<file path="config.mk">
export PLATFORM = sky130hd
export DESIGN_NAME = warp_map_pixel_accumulate_unit
export DESIGN_NICKNAME = d
export VERILOG_FILES = /design/src/rtl/core/wmpa_pkg.sv /design/src/rtl/core/warp_map_pixel_accumulate_unit.sv
export SDC_FILE = /design/constraint.sdc
export NUM_CORES = 1
export LEC_CHECK = 0
export BUFFER_PORTS_ARGS = -buffer_cell sky130_fd_sc_hd__buf_4
export CORE_ASPECT_RATIO = 0.9
export CORE_MARGIN = 5
export CORE_UTILIZATION = 46
export DETAILED_ROUTE_END_ITERATION = 10
export MAX_ROUTING_LAYER = met4
export PLACE_DENSITY = 0.67
export SETUP_SLACK_MARGIN = 0.05
export SYNTH_ARGS = -nofsm -noshare
export SYNTH_HDL_FRONTEND = slang
export SYNTH_SLANG_ARGS = --single-unit
</file>
<file path="constraint.sdc">
create_clock -name i_clk -period 4 [get_ports i_clk]
set_clock_uncertainty 0.15 [all_clocks]
set_input_delay 0.2 -clock i_clk [delete_from_list [all_inputs] [get_ports i_clk]]
set_output_delay 0.2 -clock i_clk [all_outputs]
set_load 0.01 [all_outputs]
</file>
<file path="src/rtl/core/wmpa_pkg.sv">
// types and constants shared by the warp map pixel accumulate unit
`default_nettype none

package wmpa_pkg;

    localparam int AXES = 2;

    // exact scale: one pixel is 255 * 256 sub-units
    localparam logic signed [18:0] UNIT_S = 19'sd65280;
    localparam logic [16:0]        UNIT_U = 17'd65280;

    typedef enum logic [1:0] {
        CFG_CROP_LEFT   = 2'd0,
        CFG_CROP_TOP    = 2'd1,
        CFG_CROP_WIDTH  = 2'd2,
        CFG_CROP_HEIGHT = 2'd3
    } t_cfg_index;

    // raw map bytes and gated shift of one axis
    typedef struct packed {
        logic [7:0]         mag;
        logic [7:0]         frac;
        logic signed [16:0] shift;
    } t_axis_raw;

    // integer part and unnormalised remainder
    typedef struct packed {
        logic signed [10:0] k;
        logic signed [18:0] r;
    } t_axis_kr0;

    // floor integer part and remainder in 0 .. UNIT-1
    typedef struct packed {
        logic signed [10:0] k;
        logic [15:0]        r;
    } t_axis_kr;

    typedef struct packed {
        logic [7:0] mag;
        logic [7:0] frac;
        logic       sat;
    } t_axis_enc;

endpackage

`default_nettype wire

</file>
<file path="src/rtl/core/warp_map_pixel_accumulate_unit.sv">
// warp map pixel accumulate unit: decode, add crop-gated shift, re-encode
//
// Input channel (i_in_valid / o_in_ready) carries one map pixel: position,
// the x and y magnitude and fraction bytes, and a signed shift per axis in
// 1/256 pixel. Output channel (o_out_valid / i_out_ready) carries the new
// magnitude and fraction bytes and a saturation flag, one result per pixel,
// in order. The shift is added only inside the crop rectangle, which the user
// must write through the write port (i_cfg_we, i_cfg_index, i_cfg_wdata)
// only while idle; the block itself does not enforce it. Four register
// stages: region check, split into integer and remainder, remainder
// normalise, re-encode into the output register. One pixel per cycle is
// taken whenever the output side keeps up.
// When the receiver stalls, the stages fill up in turn and o_in_ready drops
// only once all four hold a pixel; nothing is dropped or repeated.
// A synchronous active-low reset empties the pipeline and clears the crop
// registers, so no pixel gets a shift until the rectangle is written.
`default_nettype none

module warp_map_pixel_accumulate_unit #(
    parameter int MAX_WIDTH  = 8192,
    parameter int MAX_HEIGHT = 4096
) (
    input  wire logic               i_clk,
    input  wire logic               i_rst_n,

    input  wire logic               i_cfg_we,
    input  wire logic [1:0]         i_cfg_index,
    input  wire logic [13:0]        i_cfg_wdata,

    input  wire logic               i_in_valid,
    output logic                    o_in_ready,
    input  wire logic [12:0]        i_column,
    input  wire logic [11:0]        i_row,
    input  wire logic [7:0]         i_x_magnitude_in,
    input  wire logic [7:0]         i_x_fraction_in,
    input  wire logic [7:0]         i_y_magnitude_in,
    input  wire logic [7:0]         i_y_fraction_in,
    input  wire logic signed [16:0] i_shift_x,
    input  wire logic signed [16:0] i_shift_y,

    output logic                    o_out_valid,
    input  wire logic               i_out_ready,
    output logic [7:0]              o_x_magnitude_out,
    output logic [7:0]              o_x_fraction_out,
    output logic [7:0]              o_y_magnitude_out,
    output logic [7:0]              o_y_fraction_out,
    output logic                    o_saturated
);

    import wmpa_pkg::*;

    localparam logic [14:0] LIM_W = 15'(MAX_WIDTH);
    localparam logic [14:0] LIM_H = 15'(MAX_HEIGHT);

    // crop registers
    logic [12:0] r_crop_left;
    logic [11:0] r_crop_top;
    logic [13:0] r_crop_width;
    logic [12:0] r_crop_height;

    always_ff @(posedge i_clk) begin
        if (!i_rst_n) begin
            r_crop_left   <= '0;
            r_crop_top    <= '0;
            r_crop_width  <= '0;
            r_crop_height <= '0;
        end else if (i_cfg_we) begin
            case (t_cfg_index'(i_cfg_index))
                CFG_CROP_LEFT:   r_crop_left   <= i_cfg_wdata[12:0];
                CFG_CROP_TOP:    r_crop_top    <= i_cfg_wdata[11:0];
                CFG_CROP_WIDTH:  r_crop_width  <= i_cfg_wdata;
                CFG_CROP_HEIGHT: r_crop_height <= i_cfg_wdata[12:0];
                default: begin
                end
            endcase
        end
    end

    // pipeline flow control
    logic r_v1, r_v2, r_v3, r_v4;
    logic en1, en2, en3, en4;

    assign en4        = !r_v4 || i_out_ready;
    assign en3        = !r_v3 || en4;
    assign en2        = !r_v2 || en3;
    assign en1        = !r_v1 || en2;
    assign o_in_ready = en1;

    always_ff @(posedge i_clk) begin
        if (!i_rst_n) begin
            r_v1 <= 1'b0;
            r_v2 <= 1'b0;
            r_v3 <= 1'b0;
            r_v4 <= 1'b0;
        end else begin
            if (en1) r_v1 <= i_in_valid;
            if (en2) r_v2 <= r_v1;
            if (en3) r_v3 <= r_v2;
            if (en4) r_v4 <= r_v3;
        end
    end

    // stage 1: crop test and shift gating
    logic      in_region;
    logic [12:0] col_off;
    logic [11:0] row_off;
    t_axis_raw n_s1 [AXES];
    t_axis_raw r_s1 [AXES];

    always_comb begin
        col_off   = i_column - r_crop_left;
        row_off   = i_row - r_crop_top;
        in_region = ({2'b00, i_column} < LIM_W) && ({3'b000, i_row} < LIM_H)
                 && (i_column >= r_crop_left) && ({1'b0, col_off} < r_crop_width)
                 && (i_row >= r_crop_top) && ({1'b0, row_off} < r_crop_height);
        n_s1[0].mag   = i_x_magnitude_in;
        n_s1[0].frac  = i_x_fraction_in;
        n_s1[0].shift = in_region ? i_shift_x : 17'sd0;
        n_s1[1].mag   = i_y_magnitude_in;
        n_s1[1].frac  = i_y_fraction_in;
        n_s1[1].shift = in_region ? i_shift_y : 17'sd0;
    end

    // stage 2: integer part and remainder in sub-units
    t_axis_kr0 n_s2 [AXES];
    t_axis_kr0 r_s2 [AXES];

    always_comb begin
        for (int a = 0; a < AXES; a++) begin
            n_s2[a].k = (r_s1[a].frac[7] ? $signed({3'b000, r_s1[a].mag})
                                         : -$signed({3'b000, r_s1[a].mag}))
                      + $signed({{2{r_s1[a].shift[16]}}, r_s1[a].shift[16:8]});
            n_s2[a].r = $signed({2'b00, r_s1[a].frac, 9'b0})
                      + $signed({3'b000, r_s1[a].shift[7:0], 8'b0})
                      - $signed({11'b0, r_s1[a].shift[7:0]})
                      - UNIT_S;
        end
    end

    // stage 3: bring remainder into 0 .. UNIT-1
    t_axis_kr n_s3 [AXES];
    t_axis_kr r_s3 [AXES];
    logic signed [18:0] rem_adj [AXES];

    always_comb begin
        for (int a = 0; a < AXES; a++) begin
            if (r_s2[a].r >= UNIT_S) begin
                n_s3[a].k  = r_s2[a].k + 11'sd1;
                rem_adj[a] = r_s2[a].r - UNIT_S;
            end else if (r_s2[a].r < 19'sd0) begin
                n_s3[a].k  = r_s2[a].k - 11'sd1;
                rem_adj[a] = r_s2[a].r + UNIT_S;
            end else begin
                n_s3[a].k  = r_s2[a].k;
                rem_adj[a] = r_s2[a].r;
            end
            n_s3[a].r = rem_adj[a][15:0];
        end
    end

    // stage 4: truncate toward zero and re-encode
    t_axis_enc n_s4 [AXES];
    t_axis_enc r_s4 [AXES];
    logic               neg [AXES];
    logic signed [10:0] trunc_int [AXES];
    logic [10:0]        trunc_abs [AXES];
    logic [16:0]        rem_up [AXES];

    always_comb begin
        for (int a = 0; a < AXES; a++) begin
            neg[a]       = r_s3[a].k[10] && (r_s3[a].r != 16'd0);
            trunc_int[a] = neg[a] ? r_s3[a].k + 11'sd1 : r_s3[a].k;
            trunc_abs[a] = trunc_int[a][10] ? 11'(-trunc_int[a]) : 11'(trunc_int[a]);
            rem_up[a]    = {1'b0, r_s3[a].r} + UNIT_U;
            n_s4[a].sat  = trunc_abs[a] > 11'd255;
            n_s4[a].mag  = n_s4[a].sat ? 8'hFF : trunc_abs[a][7:0];
            n_s4[a].frac = neg[a] ? {1'b0, r_s3[a].r[15:9]} : rem_up[a][16:9];
        end
    end

    // payload registers
    always_ff @(posedge i_clk) begin
        if (en1) r_s1 <= n_s1;
        if (en2) r_s2 <= n_s2;
        if (en3) r_s3 <= n_s3;
        if (en4) r_s4 <= n_s4;
    end

    assign o_out_valid       = r_v4;
    assign o_x_magnitude_out = r_s4[0].mag;
    assign o_x_fraction_out  = r_s4[0].frac;
    assign o_y_magnitude_out = r_s4[1].mag;
    assign o_y_fraction_out  = r_s4[1].frac;
    assign o_saturated       = r_s4[0].sat || r_s4[1].sat;

`ifndef ASSERT_OFF
    a_ready_only_when_full: assert property (@(posedge i_clk) disable iff (!i_rst_n)
        !o_in_ready |-> (o_out_valid && !i_out_ready && r_v1 && r_v2 && r_v3))
        else $error("input stalled while pipeline has room");

    a_fraction_range: assert property (@(posedge i_clk) disable iff (!i_rst_n)
        o_out_valid |-> (o_x_fraction_out != 8'hFF && o_y_fraction_out != 8'hFF))
        else $error("fraction code out of range");

    a_sat_means_max: assert property (@(posedge i_clk) disable iff (!i_rst_n)
        (o_out_valid && o_saturated) |->
            (o_x_magnitude_out == 8'hFF || o_y_magnitude_out == 8'hFF))
        else $error("saturation flag without a clamped magnitude");

    a_empty_after_reset: assert property (@(posedge i_clk)
        !i_rst_n |=> !o_out_valid)
        else $error("result valid straight after reset");
`endif

endmodule

`default_nettype wire
</file>
==> flow_metrics.env <==
export IMPL_synth_cell_types=69
export IMPL_clock_latency_ns=0.51
export IMPL_synth_largest_area_cell="edfxtp_1"
export IMPL_mostFrequentLayoutCells="edfxtp_1 (214), nand2_1 (178), buf_4 (174)"
export IMPL_grt_max_degree=57
export IMPL_max_slew_margin_pct=38.8
export IMPL_chipWidth_um=204
export IMPL_cts_tree="built"
export IMPL_drtPass1Iterations=5
export IMPL_place_gp_congestion=0.908
export IMPL_port_buffers=146
export IMPL_cp_arrival_ns=4.15
export IMPL_cts_max_level=2
export IMPL_critPathCaptureType="flip-flop"
export IMPL_grtUsageTotal_pct=18.2
export IMPL_wirelength_mm=33.7
export IMPL_drt_iter0_markers=548
export IMPL_synth_seq_area_share_pct=48.4
export IMPL_worstSetupPathType="reg -> reg"
export IMPL_finish_utilization_pct=57.5
export IMPL_fin_crit_sh_pct=98.1
export IMPL_clk_pin_slew_ns=0.06
export IMPL_numCtsBuffers=34
export IMPL_maxCapViolations=0
export IMPL_crit_required_ns=4.23
export IMPL_synthFlopType="edfxtp_1"
export IMPL_setup_viol=0
export IMPL_synth_nets=1737
export IMPL_overflow=0
export IMPL_worstHoldPathType="in -> reg"
export IMPL_via_count=11300
export IMPL_drc=0
export IMPL_syn_area_mm2=0.0156
export IMPL_dieArea_mm2=0.0377
export IMPL_fp_coreArea_mm2=0.0337
export IMPL_syn2layout_area_growth_pct=24.4
export IMPL_avgSynthCellArea_um2=10.4
export IMPL_drive_gt1_share_pct=17.7
export IMPL_period_minus_slack_ns=3.92
export IMPL_routed_via_density=5.07
export IMPL_io_pins=147
export IMPL_r2r_slack_ns=0.08
export IMPL_ant_nets=0
export IMPL_crit_fanout=8
export IMPL_rsz0062_at_grt="yes"
export IMPL_post_dp_cell_area_mm2=0.0171
export IMPL_cts_sinks=270
export IMPL_pre_cts_slack_ns=-0.157
export IMPL_yosys_top_cells_area="edfxtp_1 (41%), ha_1 (9.5%), dfxtp_1 (7.2%)"
export IMPL_outcome="complete, no violations"
export IMPL_synthCells=1503
export IMPL_dieHeight_um=185
export IMPL_fmax_mhz=255
export IMPL_clockBufferDepth=3
export IMPL_clockRootBuffer="clkbuf_16"
export IMPL_setup_ws_ns=0.0774
export IMPL_startpoint_type="flip-flop"
export IMPL_final_common_cell="edfxtp_1"
export IMPL_final_cell_area_mm2=0.0194
export IMPL_finalMaxSlewViolations=0
export IMPL_p_per_area_mw_per_mm2=491
export IMPL_tightest_slew_ns=0.914
export IMPL_grt_pass1_vias=11100
export IMPL_grt_antenna_before_repair=5
export IMPL_leakagePower_nw=7.87
export IMPL_start_util_pct=46.3
export IMPL_ys_ff_latch=270
export IMPL_post_drt_wl_per_cell_um=15.1
export IMPL_fp_row_count=64
export IMPL_ys_async_sr_fraction_pct=0
export IMPL_ys_warn_count=0
export IMPL_finalHoldViolations=0
export IMPL_vdd_ir_drop_worst_v=0.000251
export IMPL_synth_edf_count=214
export IMPL_grt_pass1_wl_mm=54.9
export IMPL_final_nets=1970
export IMPL_synth_top_area_share_pct=41.2
export IMPL_place_hpwl_mm=24.3
[cells by family (layout without fill, tap and decap cells)]
| kind of cell | count (synthesis) | count (layout) | synth area share [%] |
|---|---|---|---|
| AO/OA/AOI/OAI | 273 | 273 | 11.5 |
| XOR/XNOR | 156 | 156 | 8.76 |
| adder cells (fa/ha/maj) | 122 | 122 | 9.98 |
| buffers and inverters | 209 | 462 | 5.83 |
| flip-flops | 270 | 270 | 48.4 |
| multiplexers | 9 | 9 | 0.610 |
| other | 0 | 5 | 0 |
| AND/OR/NAND/NOR | 464 | 464 | 14.9 |
[stage by stage]
step	hold WS (ns)	power (W)	instances	setup TNS (ns)
floorplan	0.149	0.00584	1503	0
global placement	0.229	0.00641	2067	-2.02
detailed placement	0.230	0.00648	2067	-4.38
CTS	0.0260	0.00955	2212	0
global route	0.0602	0.0101	2223	-4.79
finish	0.0443	0.00951	2223	0
[routing by layer]
layer / track usage, % / wire, um
met1: 23.7 / 15300
met2: 29.2 / 15800
met4: 5.98 / 932
met3: 3.22 / 1620
met5: - / 0
[synthesized netlist by cell type (all sizes together), types with 19 or more instances]
cell / instances
edfxtp: 214
clkbuf: 30
nor2: 68
nand2: 180
nand3: 28
inv: 144
nor3: 31
and2: 40
o21ai: 36
xnor2: 95
a21boi: 56
xor2: 61
buf: 35
ha: 118
a21o: 26
a31oi: 19
dfxtp: 56
a21oi: 76
[worst max-delay path, stage by stage, from the launching register on]
cell	delay, ns
dfxtp_2	0.34
ha_4	0.12
inv_2	0.04
fa_2	0.35
a21o_1	0.18
a21oi_2	0.15
o21bai_1	0.10
a21oi_2	0.18
buf_4	0.14
xnor2_2	0.09
ha_1	0.25
a21o_1	0.19
a21o_1	0.17
a21oi_2	0.16
nor2_1	0.07
nor3_2	0.19
o31ai_2	0.12
a2111oi_4	0.33
buf_6	0.19
clkbuf_16	0.15
and2_4	0.12
[power breakdown]
part           switching, W  internal (W)
Clock               0.00110       0.00183
Sequential         0.000439       0.00372
Combinational       0.00121       0.00122
Total               0.00275       0.00676
[registers in the layout, summed over array words and instances (netlist names)]
signal and cells:
o_y_magnitude_out 8, r_crop_height 13, o_x_fraction_out 8, o_out_valid 1, o_x_magnitude_out 8, r_crop_width 14
r_v2 1, r_s4 2, r_s3 54, r_crop_top 12, r_s2 60, r_crop_left 13
r_s1 66, r_v3 1, o_y_fraction_out 8, r_v1 1
[final timing paths]
path         cells past startpoint          start             end
max                             20  r_crop_top[0]        r_s1[13]
min                              2        i_rst_n  r_crop_left[3]
max reg2reg                     20  r_crop_top[0]        r_s1[13]
min reg2reg                      0       r_s2[37]        r_s3[34]
[final cells by class]
class	count	area [um^2]
Fill cell	2749	14300
Sequential cell	270	7550
Multi-Input combinational cell	1024	7410
Timing Repair Buffer	262	2230
Clock buffer	46	937
Tap cell	462	578
Inverter	144	541
Clock inverter	10	131
Antenna cell	5	12.5
[repair_timing]
item / 4_1_cts / 5_1_grt
cloned: 1 / 2
hold buffers: 82 / 0
hold endpoints to repair: 121 / 0
resized for setup: 21 / 51
buffers inserted: 6 / 4
pin swaps: 4 / 30
setup endpoints to repair: 34 / 43
(Power assumes the default switching activity.)
